<file path="src/hw/rtl/godl_pkg.sv">
package godl_pkg;

  // Table geometry
  localparam int MAX_ENTRIES = 255;
  localparam int ADDR_W      = $clog2(MAX_ENTRIES);

  // Type codes below this use the short form
  localparam logic [7:0] SHORT_LIMIT = 8'd6;

  // Command queue between front and back
  localparam int Q_DEPTH = 2;
  localparam int Q_AW    = $clog2(Q_DEPTH);

  typedef enum logic {
    OP_LOAD  = 1'b0,
    OP_QUERY = 1'b1
  } opcode_t;

  typedef enum logic [1:0] {
    CMD_LOAD,
    CMD_QUERY,
    CMD_MISS
  } cmd_kind_t;

  typedef enum logic {
    ST_IDLE,
    ST_WALK
  } back_state_t;

  typedef struct packed {
    logic        opcode;
    logic [7:0]  entry_index;
    logic [15:0] descriptor_word;
  } in_item_t;

  typedef struct packed {
    logic        in_range;
    logic [7:0]  flag_byte;
    logic [7:0]  size_bytes;
    logic        short_form;
    logic [15:0] data_offset;
  } out_item_t;

  // Classified work for the back end; addr is the zero-based entry
  typedef struct packed {
    cmd_kind_t         kind;
    logic [ADDR_W-1:0] addr;
    logic [15:0]       word;
  } cmd_t;

  // Value size in bytes for a type code
  function automatic logic [7:0] size_of_code(input logic [7:0] code);
    logic [7:0] size;
    size = 8'd1;
    if (code > 8'd20) begin
      size = code - 8'd6;
    end else begin
      case (code)
        8'd8:    size = 8'd2;
        8'd9:    size = 8'd3;
        8'd10:   size = 8'd4;
        8'd11:   size = 8'd6;
        8'd12:   size = 8'd8;
        8'd13:   size = 8'd10;
        8'd14:   size = 8'd14;
        8'd15:   size = 8'd5;
        8'd16:   size = 8'd7;
        8'd17:   size = 8'd9;
        8'd18:   size = 8'd11;
        8'd19:   size = 8'd12;
        8'd20:   size = 8'd13;
        default: size = 8'd1;
      endcase
    end
    return size;
  endfunction

endpackage

</file>
<file path="src/hw/rtl/godl_front.sv">
module godl_front (
  input  logic             clk,
  input  logic             rst,
  input  logic             cfg_valid,
  output logic             cfg_ready,
  input  logic [7:0]       cfg_data,
  input  logic             in_valid,
  output logic             in_ready,
  input  godl_pkg::in_item_t in_data,
  input  logic             q_full,
  output logic             push,
  output godl_pkg::cmd_t   push_cmd
);
  import godl_pkg::*;

  logic [7:0] obj_count;
  logic       idx_nonzero;
  logic       load_ok;
  logic       query_hit;

  // Object count register
  assign cfg_ready = 1'b1;

  always_ff @(posedge clk) begin
    if (rst) begin
      obj_count <= '0;
    end else if (cfg_valid) begin
      obj_count <= cfg_data;
    end
  end

  // Classify the incoming item
  assign idx_nonzero = (in_data.entry_index != 8'd0);
  assign load_ok     = idx_nonzero && (in_data.entry_index <= 8'(MAX_ENTRIES));
  assign query_hit   = load_ok && (in_data.entry_index <= obj_count);

  always_comb begin
    push_cmd.addr = ADDR_W'(in_data.entry_index - 8'd1);
    push_cmd.word = in_data.descriptor_word;
    if (in_data.opcode == OP_LOAD) begin
      push_cmd.kind = CMD_LOAD;
    end else if (query_hit) begin
      push_cmd.kind = CMD_QUERY;
    end else begin
      push_cmd.kind = CMD_MISS;
    end
  end

  // Out-of-bounds loads are taken and dropped here
  assign in_ready = !q_full;
  assign push     = in_valid && in_ready && ((in_data.opcode == OP_QUERY) || load_ok);

endmodule

</file>
<file path="config.mk">
export PLATFORM = sky130hd
export DESIGN_NAME = godl_front
export DESIGN_NICKNAME = d
export VERILOG_FILES = /design/src/hw/rtl/godl_pkg.sv /design/src/hw/rtl/godl_front.sv
export SDC_FILE = /design/constraint.sdc
export NUM_CORES = 1
export LEC_CHECK = 0
export BUFFER_PORTS_ARGS = -buffer_cell sky130_fd_sc_hd__buf_2
export CAP_MARGIN = 20
export CELL_PAD_IN_SITES_DETAIL_PLACEMENT = 1
export CELL_PAD_IN_SITES_GLOBAL_PLACEMENT = 1
export CORE_MARGIN = 5
export CORE_UTILIZATION = 24
export DETAILED_ROUTE_END_ITERATION = 10
export PLACE_DENSITY_LB_ADDON = 0.1
export SLEW_MARGIN = 0
export SYNTH_ARGS = -nofsm -noshare
export SYNTH_HDL_FRONTEND = slang
export SYNTH_SLANG_ARGS = --single-unit
</file>
<file path="constraint.sdc">
create_clock -name clk -period 2.1 [get_ports clk]
set_input_delay 0.42 -clock clk [delete_from_list [all_inputs] [get_ports clk]]
set_output_delay 0.42 -clock clk [all_outputs]
set_load 0.005 [all_outputs]
</file>
After elaboration in Yosys (flattened, before gate mapping)
Cells that the tools add are included.
{"block": "totals", "output_inout_bits": 29, "reg_bits": 8}
{"block": "op_classes", "n_reduce_logical": 7, "magnitude_cmp": 2, "n_mux": 2, "add_sub_neg": 1}
{"operator": "$le 8x8->1", "count": 1}
{"operator": "$le 8x8->1 const B", "count": 1}
{"operator": "$reduce_bool 8->1", "count": 1}
{"operator": "$sub 8x1->8 const B", "count": 1}
{"operator": "$logic_and 1x1->1", "count": 4}
{"operator": "$mux 2", "count": 2}
{"operator": "$logic_not 1->1", "count": 1}
{"operator": "$logic_or 1x1->1", "count": 1}

Longest topological paths before layout
{"block": "depth", "word_depth": 5, "mapped_depth": 6, "mapped_depth_nobuf": 6}

Worst setup path after synthesis
Ideal clock, no wire load.
{"block": "synth_timing", "path_kind": "input to output", "from": "input in_data[16] (netlist name)", "to": "output push", "setup_slack_ns": 0.291, "arrival_ns": 1.389, "cell_stages": 5, "cell_sequence": "inv_1 > ha_1 > nand3b_1 > or3_4 > o211a_1"}
{"block": "synth_via", "elab_chain_len": 4, "elab_cells_between_ends": 5, "cone_classes": "order compare (1); reduce/logical (4)"}
{"item": "start, declared", "line": "godl_front.sv:9", "text": "input godl_pkg::in_item_t in_data,"}
{"item": "$le 8x8->1 or $reduce_bool 8->1 (tied branches)", "line": "godl_front.sv:34, godl_front.sv:33"}
{"item": "$logic_and 1x1->1 (*)", "line": "godl_front.sv:34", "text": "assign load_ok = idx_nonzero && (in_data.entry_index <= 8'(MAX_ENTRIES));"}
{"item": "$logic_or 1x1->1 (*)", "line": "godl_front.sv:51", "text": "assign push = in_valid && in_ready && ((in_data.opcode == OP_QUERY) || load_ok);"}
{"item": "$logic_and 1x1->1 (*)", "line": "godl_front.sv:51"}
{"item": "end, declared", "line": "godl_front.sv:11", "text": "output logic push,"}
Mark *: on every way between the ends. The rest lies on a longest branch, timed or not.

Worst setup path in the final report
{"block": "layout_timing", "from": "input in_data[18] (netlist name)", "to": "output push"}
Same word-level chain as after synthesis.

==> metrics.log <==
INFO  metric die_x = 66.5 µm
INFO  metric final_period_minus_worst_setup_slack = 2.04 ns
INFO  metric status = complete, no violations
INFO  metric required = 1.68 ns
INFO  metric worstSkewPairLatency = 0.25 ns
INFO  metric start_util = 25.1%
INFO  metric cellLeakagePower = 0.000475 µW
INFO  metric worst_setup_path_start_kind = input port
INFO  metric ctsLongestPathBuffers = 2
INFO  metric floorplan.core_area = 0.00305 mm²
INFO  metric layout-drive-gt1-share = 53.1%
INFO  metric synthArstFlopShare = 0%
INFO  metric synth_fp_nets = 141
INFO  metric tritoncts = built
INFO  metric rows = 20
INFO  metric cts.sinks = 8
INFO  metric synth-warning-count = 0
INFO  metric layout_top_registers = obj_count x8
INFO  metric antenna_cells_inserted = 0
INFO  metric setup.worst_path.end_class = output port
INFO  metric i_o_pin_cnt = 67
INFO  metric synth_sequential_area_ratio = 20.9%
INFO  metric routed_wirelength = 1920 µm
INFO  metric cts_hold_buf = 0
INFO  metric grt_start_max_net_pins = 9
INFO  metric total_non_filler_cell_area_in_the_finished_layout = 982 µm²
INFO  metric remaining_drc_errors = 0
INFO  metric dieHeight = 66.5 µm
INFO  metric drtPass1Iterations = 2
INFO  metric power_density = 433 mW/mm²
INFO  metric timing.hold.worst.class = input port to flip-flop
INFO  metric overflow = 0
INFO  metric ant_nets = 0
INFO  metric synth_largest_area_cell = dfxtp_1
INFO  metric setup-violations-final = 0
INFO  metric dominantRegCellSynth = dfxtp_1
INFO  metric placed_area = 857 µm²
INFO  metric count_of_max_cap_constraint_violations = 0
INFO  metric numPortBuffers = 33
INFO  metric fin_skew = 0 ns
INFO  metric criticalPathCategory = input port to output port
INFO  metric p_total = 425 µW
INFO  metric gp_congestion = 0.638
INFO  metric critPathArrivalTime = 1.62 ns
INFO  metric synth_top_cell_area_share = 20.9%
INFO  metric post_drt_via_cell_ratio = 4.14
INFO  metric number_of_antenna_violations_at_the_first_check_in_global_routing = 0
INFO  metric final-max-slew-violation-count = 0
INFO  metric yosys_register_bits = 8
INFO  metric first_iter_violations = 5
INFO  metric cts_buffers = 3
INFO  metric placed_cells = 153
INFO  metric timing_hold_violations_final = 0
INFO  metric syn_inst = 94
INFO  metric grt_first_pass_wirelength = 3020 µm
INFO  metric synth.avg_cell_area = 8.15 µm²
INFO  metric largest_register = obj_count
INFO  metric largest_register_ffs = 8
INFO  metric regArea = 169 µm²
INFO  metric first_global_vias = 668
INFO  metric number_of_enable_type_register_cells_in_the_synthesized_netlist = 0
INFO  metric htree_num_levels = 1
INFO  metric power.ir.vdd_worst = 0.298 mV
INFO  metric fmax = 490 MHz
INFO  metric crit_fanout = 5
INFO  metric area_delta_synth_final = 28.3%
INFO  metric layout.cells.non_filler = 157
INFO  metric final_net_count = 162
INFO  metric library_cells_used_by_synthesis = 27
INFO  metric clk_pin_slew_worst_paths = 0.05 ns
INFO  metric unrepaired_setup_endpoints_after_global_routing = yes
INFO  metric dp_hpwl = 1640 µm
INFO  metric avgRoutedWirePerCell = 12.2 µm
INFO  metric cts-root-buf = clkbuf_4
INFO  metric synth.top_cells.by_area = dfxtp_1, buf_4, ha_1, mux2i_1, inv_1
INFO  metric setup-tns-final = 0 ns
INFO  metric synth.cell_area = 766 µm²
INFO  metric multi_input_combinational_cell_area = 510 µm²
INFO  metric fillerInstances = 379
INFO  metric grtUsageTotal = 8.99%
INFO  metric total_vias_in_the_final_route = 650
INFO  metric period_share = 97.1%
INFO  metric die-area = 0.00442 mm²
-- critical path, cell delays in order --
cell and delay (ns):
buf_2 0.15, nor3_2 0.21, nand3b_1 0.15, or3_4 0.36, o211a_1 0.21, buf_2 0.12
-- synthesized netlist by cell type (all sizes together), types with 2 or more instances --
master	count
nand2	2
inv	12
ha	9
nand4	2
xnor2	3
o21ai	2
dfxtp	8
nor2	9
mux2i	8
nor3	3
xor2	3
buf	19
a21oi	3
-- stage by stage --
| step | setup slack (ns) | util, % | hold WS [ns] |
|---|---|---|---|
| final | 0.0601 | 32.2 | 0.408 |
| after global routing | -0.0319 | 32.2 | 0.433 |
| after CTS | 0.0187 | 29.3 | 0.400 |
| after detailed placement | -0.00502 | 28.1 | 0.486 |
| after global placement | -0.00233 | 28.1 | 0.476 |
| after floorplan | 0.291 | - | 0.460 |
-- logic make-up (layout without fill, tap and decap cells) --
logic type | after synthesis | in the layout | synth area share, %
XOR/XNOR | 6 | 6 | 6.86
multiplexers | 8 | 8 | 10.5
adder cells (fa/ha/maj) | 9 | 9 | 14.7
other | 1 | 1 | 0.490
AND/OR/NAND/NOR | 22 | 22 | 15.5
flip-flops | 8 | 8 | 20.9
AO/OA/AOI/OAI | 9 | 9 | 7.35
buffers and inverters | 31 | 50 | 23.7
-- cells in the final DEF (no fill, tap or decap), types with 2 or more instances in the layout --
| cell | count |
|---|---|
| ha_1 | 3 |
| a21oi_1 | 3 |
| nor3_1 | 2 |
| buf_2 | 33 |
| buf_4 | 2 |
| xnor2_1 | 3 |
| nand2_1 | 2 |
| nor2_1 | 9 |
| inv_2 | 5 |
| nand4_1 | 2 |
| xor2_1 | 3 |
| clkbuf_4 | 3 |
| mux2i_1 | 8 |
| dfxtp_2 | 7 |
| inv_1 | 7 |
| ha_4 | 6 |
-- power by group --
part / internal [µW] / switching (µW)
Sequential: 163 / 5.32
Combinational: 75.3 / 70.9
Clock: 65.0 / 46.0
Total: 303 / 122
-- layout make-up --
class	instances	share of cell area (%)
clock buffer	3	2.29
inverter	12	4.59
multi-input combinational	55	52.0
sequential	8	17.2
tap	44	5.61
timing repair buffer	35	18.3
-- path summary, 6_finish.rpt --
check                             startpoint            to  slack (ns)  cells after the start
worst max-delay path             in_data[18]          push        0.06                      6
worst min-delay path             cfg_data[3]  obj_count[3]        0.41                      3
worst max register to register  obj_count[1]  obj_count[1]        1.39                      3
worst min register to register  obj_count[3]  obj_count[3]        0.48                      2
-- metal layers --
metal,GRT usage [%],part of all wire (%),vias to the layer above
met2,14.3,45,40
li1,-,-,329
met5,0,0,-
met3,2.70,11,2
met4,5.84,1.0,0
met1,10.4,43,279
-- repair_timing --
| item | 4_1_cts | 5_1_grt |
|---|---|---|
| endpoints found under the setup margin | 2 | 3 |
| pin swaps | 2 | 7 |
| setup buffers | 0 | 1 |
| gates resized for setup | 3 | 18 |
Power figures use the tool's default switching activity.
