File: config.mk
export PLATFORM = sky130hd
export DESIGN_NAME = godl_queue
export DESIGN_NICKNAME = d
export VERILOG_FILES = /design/src/hw/rtl/godl_pkg.sv /design/src/hw/rtl/godl_queue.sv
export SDC_FILE = /design/constraint.sdc
export NUM_CORES = 1
export LEC_CHECK = 0
export ABC_CLOCK_PERIOD_IN_PS = 3850
export BUFFER_PORTS_ARGS = -buffer_cell sky130_fd_sc_hd__buf_4
export CAP_MARGIN = 10
export CORE_MARGIN = 4
export CORE_UTILIZATION = 40
export DETAILED_ROUTE_END_ITERATION = 10
export HOLD_SLACK_MARGIN = 0.1
export SLEW_MARGIN = 30
export SYNTH_ARGS = -nofsm -noshare
export SYNTH_HDL_FRONTEND = slang
export SYNTH_SLANG_ARGS = --single-unit
File: constraint.sdc
create_clock -name clk -period 3.85 [get_ports clk]
set_clock_uncertainty 0.1 [all_clocks]
set_input_delay 0.385 -clock clk [delete_from_list [all_inputs] [get_ports clk]]
set_output_delay 0.385 -clock clk [all_outputs]
set_load 0.005 [all_outputs]
File: src/hw/rtl/godl_pkg.sv
package godl_pkg;

  // Table geometry
  localparam int MAX_ENTRIES = 255;
  localparam int ADDR_W      = $clog2(MAX_ENTRIES);

  // Type codes below this use the short form
  localparam logic [7:0] SHORT_LIMIT = 8'd6;

  // Command queue between front and back
  localparam int Q_DEPTH = 2;
  localparam int Q_AW    = $clog2(Q_DEPTH);

  typedef enum logic {
    OP_LOAD  = 1'b0,
    OP_QUERY = 1'b1
  } opcode_t;

  typedef enum logic [1:0] {
    CMD_LOAD,
    CMD_QUERY,
    CMD_MISS
  } cmd_kind_t;

  typedef enum logic {
    ST_IDLE,
    ST_WALK
  } back_state_t;

  typedef struct packed {
    logic        opcode;
    logic [7:0]  entry_index;
    logic [15:0] descriptor_word;
  } in_item_t;

  typedef struct packed {
    logic        in_range;
    logic [7:0]  flag_byte;
    logic [7:0]  size_bytes;
    logic        short_form;
    logic [15:0] data_offset;
  } out_item_t;

  // Classified work for the back end; addr is the zero-based entry
  typedef struct packed {
    cmd_kind_t         kind;
    logic [ADDR_W-1:0] addr;
    logic [15:0]       word;
  } cmd_t;

  // Value size in bytes for a type code
  function automatic logic [7:0] size_of_code(input logic [7:0] code);
    logic [7:0] size;
    size = 8'd1;
    if (code > 8'd20) begin
      size = code - 8'd6;
    end else begin
      case (code)
        8'd8:    size = 8'd2;
        8'd9:    size = 8'd3;
        8'd10:   size = 8'd4;
        8'd11:   size = 8'd6;
        8'd12:   size = 8'd8;
        8'd13:   size = 8'd10;
        8'd14:   size = 8'd14;
        8'd15:   size = 8'd5;
        8'd16:   size = 8'd7;
        8'd17:   size = 8'd9;
        8'd18:   size = 8'd11;
        8'd19:   size = 8'd12;
        8'd20:   size = 8'd13;
        default: size = 8'd1;
      endcase
    end
    return size;
  endfunction

endpackage

File: src/hw/rtl/godl_queue.sv
module godl_queue (
  input  logic           clk,
  input  logic           rst,
  input  logic           push,
  input  godl_pkg::cmd_t push_cmd,
  output logic           full,
  input  logic           pop,
  output logic           q_valid,
  output godl_pkg::cmd_t q_cmd
);
  import godl_pkg::*;

  cmd_t            slots [Q_DEPTH];
  logic [Q_AW-1:0] wr_ptr;
  logic [Q_AW-1:0] rd_ptr;
  logic [Q_AW:0]   count;

  assign full    = (count == (Q_AW+1)'(Q_DEPTH));
  assign q_valid = (count != '0);
  assign q_cmd   = slots[rd_ptr];

  // Storage
  always_ff @(posedge clk) begin
    if (push) begin
      slots[wr_ptr] <= push_cmd;
    end
  end

  // Pointers and fill count
  always_ff @(posedge clk) begin
    if (rst) begin
      wr_ptr <= '0;
      rd_ptr <= '0;
      count  <= '0;
    end else begin
      if (push) begin
        wr_ptr <= wr_ptr + 1'b1;
      end
      if (pop) begin
        rd_ptr <= rd_ptr + 1'b1;
      end
      case ({push, pop})
        2'b10:   count <= count + 1'b1;
        2'b01:   count <= count - 1'b1;
        default: count <= count;
      endcase
    end
  end

endmodule

---- Word-level counts from Yosys, hierarchy flattened ----
Memory sizes are Yosys's and may differ from the RTL's. A register that Yosys moved wholly into a read port is not among the register bits.
Index checks and enable logic that the tools add are counted.
storage, ports and cells
  flip-flop bits (word level) ............. 4
  memory bits (writable) .................. 52
  input bits .............................. 30
  output and inout port bits .............. 28
  memories ................................ 1
memories
  memory  depth  width  rd ports  clocked after memory_dff  write ports  RTL line          RTL
  slots   2      26     1         1                         1            godl_queue.sv:13  cmd_t slots [Q_DEPTH];
operators by class
  $add $sub $neg .......................... 4
  eq/ne operators ......................... 3
  multiplexer cells ....................... 5
  reductions and logical operators ........ 2
operator list
  cell                                                                   count
  2-bit equality test, second input constant                             2
  1-bit two-way mux                                                      4
  2-bit one-hot mux with 2 select lines                                  1
  2-bit nonzero test                                                     2
  1-bit adder, second input constant                                     2
  2-bit by 1-bit adder with 2-bit output, second input constant          1
  2-bit by 1-bit equality test with 1-bit output, second input constant  1
  2-bit by 1-bit subtractor with 2-bit output, second input constant     1

---- Logic depth before layout (Yosys ltp) ----
Gate-level depths: netlist of the first run.
  word-level depth ........................ 3
  mapped depth ............................ 5
  gate-level depth less buffers ........... 5

---- Worst setup path before layout of the first run ----
OpenSTA, ideal clock, no wires.
  path type ............................... in2reg
  start point ............................. in push
  end point ............................... mem slots[0][0] in the netlist's numbering, enable pin
  arrival time ............................ 1.539 ns
  required time ........................... 3.341 ns
  path slack .............................. 1.802 ns
  cell stages on the path ................. 2
  buffers on the path ..................... 0
  cell sequence ........................... inv_1 -> nor2_1
between the ends
  cells in the longest elaborated chain, start to end .. 2
RTL lines
  element                                  RTL line          RTL
  start, declared                          godl_queue.sv:4   input logic push,
  1-bit two-way mux                        godl_queue.sv:24  if (push) begin
  1-bit two-way mux (not written as such)  godl_queue.sv:25  slots[wr_ptr] <= push_cmd;
  end, declared                            godl_queue.sv:13
Every way passes these cells.

==> impl_metrics.ini, run 1 <==
[final_layout]
final_cell_mix = buf_4, edfxtp_1, mux2_2, clkbuf_8
diodes = 0
stdcell_area_mm2 = 0.00277
final_common_cell = buf_4
drive_above_1_share_pct = 57.5
area_growth_pct = 33.2
fin_nets = 201

[route]
vias_per_cell = 4.61
first_iter_violations = 82
drt_wl_total_um = 3820
wl_per_cell_um = 15.8
dr.pass1.iters = 4
vias = 1111
postRouteAntennaNets = 0
drcViolationCount = 0

[global_routing]
grt-ovfl-total = 0
grt_usage_pct = 13.5
antenna_found_initial = 0
grt_pass1_wl_um = 6130
grt_pass1_vias = 1313
grt_max_degree = 27

[timing]
worst_slack_ns = 1.74
maxClockFrequency_mhz = 474
rsz0062_at_grt = false
maxSlewViolCount = 0
finalCritPeriodShare_pct = 54.8
finalHoldViolCount = 0
min_period_ns = 2.11
tns_ns = 0
relSlewSlack_pct = 51.5
setup_viol = 0
tightestPinTransition_ns = 0.726

[synth]
synth_area_leaders = edfxtp_1, mux2_2, dfxtp_1, xnor2_1, nor2_1
syn-instance-count = 103
post-synth-top-area-fraction_pct = 75.2
ys_types = 15
synth_xor_area_share_pct = 1.69
syn-num-nets = 134
synth_top_family_by_area = multiplexers
ys_ff_latch = 57
avgSynthCellArea_um2 = 20.2
seq_area_frac_synth_pct = 80.0
synth_fa_ha_area_share_pct = 0.602
synthSimpleGateAreaFrac_pct = 2.23
syn_area_mm2 = 0.00208
synth_warnings = 0
synthMuxAreaShare_pct = 14.1
yosys.area.top_type = edfxtp_1
synth_compound_area_share_pct = 0.482

[worst_setup_path]
crit_chain = mux2_2 > buf_4
cp.required_ns = 3.37
crit_fanout = 26
cp_data_arrival_time_ns = 1.62
start_kind = flip-flop
slowest_delay_ns = 0.74
slowest_stage = dfxtp_2
crit_type = reg2out
endpoint_kind = primary output

[clock_tree]
clock-root-buffer = clkbuf_8
ctsResizeCount = 0
hold_buffers = 0
cts_buffers = 9
clk_latency_ns = 0.33
cts_buffer_depth = 2
clkSinkCount = 57
tritoncts = built
post_cts_buffers = 0
cts.clk_slew.worst_paths_ns = 0.06
h-tree-depth = 3

[floorplan]
start_util_pct = 42.6
die_w_um = 80.1
io_pins = 58
die_area_mm2 = 0.00641
core-area_mm2 = 0.00488
rows = 25
die-height_um = 80.1

[status]
status = completed

[pwr]
powerDensity_mw_per_mm2 = 505
ir_drop_v = 0.000278
p_leak_uw = 0.00105

[placed_design]
gp_congestion = 0.628
io_buffers = 57
placed_area_mm2 = 0.00259
dp_hpwl_um = 2600
pre_cts_ws_ns = 1.94

[run]
maxCapViolCount = 0

[min_path]
hold_class = in2reg
synthesized netlist by cell type:
| cell type | number |
|---|---|
| a21oi_1 | 1 |
| and2_1 | 1 |
| and2b_2 | 1 |
| buf_2 | 3 |
| dfxtp_1 | 5 |
| edfxtp_1 | 52 |
| ha_1 | 1 |
| inv_1 | 1 |
| mux2_2 | 26 |
| nor2_1 | 5 |
| o21ai_0 | 1 |
| or2_2 | 1 |
| or3_1 | 1 |
| xnor2_1 | 3 |
| xor2_1 | 1 |
per-layer routing:
metal | GRT usage [%] | part of all wire [%] | vias up
met5 | 0 | 0 | -
met4 | 8.11 | 2.2 | 0
met3 | 5.83 | 6.1 | 8
met2 | 22.6 | 54 | 38
met1 | 13.9 | 38 | 539
li1 | - | - | 526
kinds of logic (layout without fill, tap and decap cells):
| group | Yosys count | count (layout) |
|---|---|---|
| simple gates | 9 | 9 |
| mux | 26 | 26 |
| xor+xnor | 4 | 4 |
| compound gates | 2 | 2 |
| buf+inv | 4 | 75 |
| flops | 57 | 57 |
| fa+ha+maj | 1 | 1 |
per-stage QoR:
stage | hold WS [ns] | power [µW] | cells | util (%)
final | 0.136 | 1400 | 241 | 56.7
after global routing | 0.119 | 1460 | 241 | 56.7
after CTS | 0.120 | 1420 | 241 | 56.7
after detailed placement | 0.411 | 917 | 226 | 53.1
after global placement | 0.370 | 910 | 226 | 53.1
after floorplan | 0.354 | 819 | 103 | -
where the power goes:
part / internal, µW / switching (µW) / total (µW)
combinational: 98.7 / 60.0 / 159
clock: 284 / 211 / 496
sequential: 720 / 21.7 / 742
total: 1100 / 293 / 1400
sequential cells by signal (all words and copies together) (netlist names), named ones only:
name,count
rd_ptr,1
count,2
slots,52
wr_ptr,1
worst max-delay path, delay by kind of cell, from the launching register on:
kind / cells / cell delay [ns]
flops: 1 / 0.74
mux: 1 / 0.42
buf+inv: 1 / 0.14
cell type report:
| cell class | count | area (µm²) |
|---|---|---|
| Timing Repair Buffer | 59 | 443 |
| Clock buffer | 9 | 124 |
| Clock inverter | 6 | 50.0 |
| Sequential cell | 57 | 1660 |
| Multi-Input combinational cell | 42 | 399 |
| Inverter | 1 | 3.75 |
| Tap cell | 67 | 83.8 |
| Fill cell | 412 | 2110 |
worst paths after layout:
kind	startpoint	to	slack (ns)	cells after the start
worst min register to register	count[1]$_SDFFE_PP0P_	count[1]$_SDFFE_PP0P_	0.42	2
worst max register to register	wr_ptr$_SDFFE_PP0P_	slots[0][24]$_DFFE_PP_	2.16	2
worst max-delay path	flip-flop	q_cmd[4]	1.74	2
worst min-delay path	push_cmd[11]	slots[0][11]$_DFFE_PP_	0.14	1
Note: power is estimated with default switching activity, not from simulation.
==> run 2, diff against run 1 <==
--- a/config.mk
+++ b/config.mk
@@ -5,7 +5,7 @@
 export SDC_FILE = /design/constraint.sdc
 export NUM_CORES = 1
 export LEC_CHECK = 0
-export ABC_CLOCK_PERIOD_IN_PS = 3850
+export ABC_CLOCK_PERIOD_IN_PS = 2100
 export BUFFER_PORTS_ARGS = -buffer_cell sky130_fd_sc_hd__buf_4
 export CAP_MARGIN = 10
 export CORE_MARGIN = 4
==> constraint.sdc (replaced) <==
create_clock -name clk -period 2.1 [get_ports clk]
set_clock_uncertainty 0.1 [all_clocks]
set_input_delay 0.21 -clock clk [delete_from_list [all_inputs] [get_ports clk]]
set_output_delay 0.21 -clock clk [all_outputs]
set_load 0.005 [all_outputs]
==> impl_metrics.ini, run 2 (synthesis results as in run 1) <==
[timing]
finalCritPeriodShare_pct = 81.0
maxClockFrequency_mhz = 588
tightestPinTransition_ns = 0.360
rsz0062_at_grt = false
tns_ns = 0
finalHoldViolCount = 0
setup_viol = 0
maxSlewViolCount = 0
relSlewSlack_pct = 76.0
min_period_ns = 1.70

[worst_setup_path]
r2r_cells = 2
crit_type = reg2out
crit_fanout = 14
r2r_slack_ns = 0.64
endpoint_kind = primary output
start_kind = flip-flop
cp.required_ns = 1.79
cp_data_arrival_time_ns = 1.39

[floorplan]
core-area_mm2 = 0.00488
die-height_um = 80.1
die_w_um = 80.1
rows = 25
die_area_mm2 = 0.00641
io_pins = 58
start_util_pct = 42.6

[clock_tree]
clkSinkCount = 57
post_cts_buffers = 0
ctsResizeCount = 0
cts_buffer_depth = 2
tritoncts = built
clk_latency_ns = 0.32
cts_buffers = 9
h-tree-depth = 3
cts.clk_slew.worst_paths_ns = 0.05
clock-root-buffer = clkbuf_8

[final_layout]
regMostFlops = slots
final_cell_mix = buf_4, edfxtp_1, dlygate4sd3_1, mux2_2, clkbuf_8
nFillCells = 371
largest_register_ffs = 52
final_util_pct = 63.8
reg_top3 = slots: 52 flops, count: 2 flops
fin_nets = 234
final_common_cell = buf_4
drive_above_1_share_pct = 49.5
area_growth_pct = 49.9
diodes = 0

[global_routing]
grt-ovfl-total = 0
grt_pass1_wl_um = 6680
grt_pass1_vias = 1460
grt_usage_pct = 14.5
grt_max_degree = 19
antenna_found_initial = 0

[pwr]
combPwrFrac_pct = 13.2
ir_drop_v = 0.000674
p_switching_uw = 543
total_power_uw = 2750
power.share.clock_pct = 38.0
p_leak_uw = 0.00120
p_sw_share_pct = 19.8
p_seq_share_pct = 48.8
p_int_uw = 2210
powerDensity_mw_per_mm2 = 883

[min_path]
hold_depth = 2
hold_class = reg2reg

[route]
drt_wl_total_um = 4130
vias = 1236
wl_per_cell_um = 15.0
first_iter_violations = 47
postRouteAntennaNets = 0
dr.pass1.iters = 3
drcViolationCount = 0
vias_per_cell = 4.49

[status]
status = completed

[run]
maxCapViolCount = 0

[placed_design]
io_buffers = 57
dp_hpwl_um = 2730
gp_congestion = 0.632
## run 2: cell types whose count changed in the layout (fill, tap and decap cells not counted), sizes merged
| cell | previous run | this run |
|---|---|---|
| bufinv | 1 | 2 |
| clkinv | 5 | 2 |
| dlygate4sd3 | 0 | 29 |
| clkbuf | 9 | 12 |
| buf | 59 | 63 |
## run 2: final cells by class
type	count	area (µm²)	share of cell area, %
Sequential cell	57	1660	53.4
Clock buffer	12	135	4.34
Tap cell	67	83.8	2.69
Timing Repair Buffer	92	763	24.5
Multi-Input combinational cell	42	399	12.8
Clock inverter	4	67.6	2.17
Inverter	1	3.75	0.121
## run 2: critical path: stages (launching register included)
cell and delay, ns:
dfxtp_1 0.32, buf_4 0.22, mux2_2 0.38, buf_4 0.14
## run 2: metrics by stage
step,hold slack [ns],cells,setup WS (ns),cell area [µm²]
global placement,0.296,230,0.692,2620
detailed placement,0.298,230,0.632,2620
CTS,0.428,275,0.377,3110
floorplan,0.179,103,0.154,2080
finish,0.412,275,0.400,3110
global route,0.435,275,0.330,3110
## run 2: repair_timing
action / 4_1_cts / 5_1_grt
endpoints found under the setup margin: 0 / 0
hold buffers: 29 / 0
endpoints found under the hold margin: 57 / 0
## run 2: per-layer routing
layer  routed length [µm]  up-vias  GRT usage, %
li1                     -      591             -
met1                 1590      604          14.8
met2                 2280       35          25.5
met3                  192        6          5.61
met4                   65        0          7.60
met5                    0        -             0
## run 2: worst paths after layout
check / start / endpoint
max: flip-flop / q_cmd[9]
min: count[1]$_SDFFE_PP0P_ / count[1]$_SDFFE_PP0P_
max reg2reg: wr_ptr$_SDFFE_PP0P_ / slots[1][9]$_DFFE_PP_
min reg2reg: count[1]$_SDFFE_PP0P_ / count[1]$_SDFFE_PP0P_
## run 2: power by group through the flow
| stage | sequential (µW) | clock [µW] | combinational [µW] |
|---|---|---|---|
| 2_1_floorplan | 1360 | 0 | 143 |
| 3_3_place_gp | 1360 | 0 | 317 |
| 3_5_place_dp | 1370 | 0 | 325 |
| 4_1_cts | 1340 | 1070 | 369 |
| 5_1_grt | 1350 | 1140 | 397 |
| 6_report | 1340 | 1050 | 363 |
==> run 3, diff against run 2 <==
--- a/config.mk
+++ b/config.mk
@@ -5,7 +5,7 @@
 export SDC_FILE = /design/constraint.sdc
 export NUM_CORES = 1
 export LEC_CHECK = 0
-export ABC_CLOCK_PERIOD_IN_PS = 2100
+export ABC_CLOCK_PERIOD_IN_PS = 1700
 export BUFFER_PORTS_ARGS = -buffer_cell sky130_fd_sc_hd__buf_4
 export CAP_MARGIN = 10
 export CORE_MARGIN = 4
==> constraint.sdc (replaced) <==
create_clock -name clk -period 1.7 [get_ports clk]
set_clock_uncertainty 0.1 [all_clocks]
set_input_delay 0.17 -clock clk [delete_from_list [all_inputs] [get_ports clk]]
set_output_delay 0.17 -clock clk [all_outputs]
set_load 0.005 [all_outputs]
==> impl_metrics.ini, run 3 (synthesis results as in run 1) <==
[status]
status = completed

[placed_design]
gp_congestion = 0.683
placed_area_mm2 = 0.00262
dp_hpwl_um = 2750
pre_cts_ws_ns = 0.352
io_buffers = 57

[pwr]
powerDensity_mw_per_mm2 = 1040
total_power_uw = 3250
ir_drop_v = 0.000667
p_leak_uw = 0.00120

[timing]
min_period_ns = 1.64
setup_viol = 0
tightestPinTransition_ns = 0.212
maxClockFrequency_mhz = 608
rsz0062_at_grt = false
relSlewSlack_pct = 85.9
tns_ns = 0
worst_slack_ns = 0.0554
maxSlewViolCount = 0
finalCritPeriodShare_pct = 96.7
finalHoldViolCount = 0
worst_hold_slack_ns = 0.423

[floorplan]
die_area_mm2 = 0.00641
start_util_pct = 42.6
rows = 25
die_w_um = 80.1
die-height_um = 80.1
core-area_mm2 = 0.00488
io_pins = 58

[worst_setup_path]
r2r_cells = 3
start_kind = flip-flop
r2r-end = rd_ptr$_SDFFE_PP0P_
crit_chain = buf_8 > mux2_2 > buf_4
r2r_start = rd_ptr$_SDFFE_PP0P_
cp_data_arrival_time_ns = 1.37
slowest_stage = dfxtp_1
r2r_slack_ns = 0.36
crit_type = reg2out
crit_buf_inv = 2
crit_fanout = 15
crit_family = flip-flops
endpoint_kind = primary output
slowest_delay_ns = 0.39
cp.required_ns = 1.43

[global_routing]
grt_pass1_wl_um = 6410
antenna_found_initial = 0
grt_pass1_vias = 1390
grt-ovfl-total = 0
grt_usage_pct = 13.7
grt_max_degree = 16

[min_path]
min_from = count[1]$_SDFFE_PP0P_
hold_depth = 2
min_to = count[1]$_SDFFE_PP0P_
hold_class = reg2reg

[route]
met2_wirelength_um = 2350
vias = 1232
wl_met1_um = 1550
highest_layer = met4
drcViolationCount = 0
dr.pass1.iters = 4
first_iter_violations = 57
wl_met3_um = 173
drt_wl_total_um = 4110
wl_per_cell_um = 14.9
postRouteAntennaNets = 0
vias_per_cell = 4.46

[final_layout]
nFillCells = 377
drive_above_1_share_pct = 49.3
final_cell_mix = buf_4, edfxtp_1, dlygate4sd3_1, mux2_2, clkbuf_8
final_common_cell = buf_4
diodes = 0
largest_register_ffs = 52
regMostFlops = slots
fin_nets = 235
reg_top3 = slots: 52 flops, count: 2 flops
area_growth_pct = 49.8
stdcell_area_mm2 = 0.00311

[clock_tree]
h-tree-depth = 3
cts_buffers = 9
cts_buffer_depth = 2
cts.clk_slew.worst_paths_ns = 0.05
tritoncts = built
clk_latency_ns = 0.31
clkSinkCount = 57
clock-root-buffer = clkbuf_8

[run]
maxCapViolCount = 0
## run 3: per-layer routing
metal	up-vias	GRT usage [%]
met5	-	0
met4	0	7.60
met3	5	3.48
met2	29	25.1
met1	602	14.1
li1	596	-
## run 3: worst reg2reg max path: stages (launching register included)
cell           delay, ns
dfxtp_1             0.31
xnor2_1             0.21
nor2_1              0.06
dlygate4sd3_1       0.55
## run 3: timing repair
action,in CTS,in global routing
gates resized for setup,1,2
cloned,0,0
setup endpoints to repair,1,9
buffers inserted,0,0
pin swaps,0,0
hold endpoints to repair,57,0
hold buffers,30,0
## run 3: layout make-up
class                      count  area, µm²  area share (%)
tap                           67       83.8            2.70
timing repair buffer          93        785            25.2
sequential                    57       1660            53.4
multi-input combinational     42        399            12.8
clock inverter                 5       46.3            1.49
clock buffer                  11        131            4.22
inverter                       1       3.75           0.121
## run 3: worst max-delay path by stage
stage / from / endpoint / depth (start not counted)
2_1_floorplan: wr_ptr$_SDFFE_PP0P_ / slots[0][0]$_DFFE_PP_ / 1
3_3_place_gp: flip-flop / q_cmd[7] / 3
3_5_place_dp: push / count[1]$_SDFFE_PP0P_ / 5
4_1_cts: flip-flop / q_cmd[8] / 3
5_1_grt: flip-flop / q_cmd[7] / 3
6_report: flip-flop / q_cmd[7] / 3
## run 3: per-stage QoR
stage          utilization [%]  cells
2_1_floorplan                -    103
3_3_place_gp              53.7    230
3_5_place_dp              53.7    230
4_1_cts                   63.6    276
5_1_grt                   63.7    276
6_report                  63.7    276
## run 3: power breakdown
part / internal, µW / leakage, µW / total, µW / switching, µW
sequential: 1630 / 0.000530 / 1660 / 29.6
combinational: 285 / 0.000582 / 456 / 171
clock: 660 / 0.0000898 / 1130 / 469
total: 2580 / 0.00120 / 3250 / 670
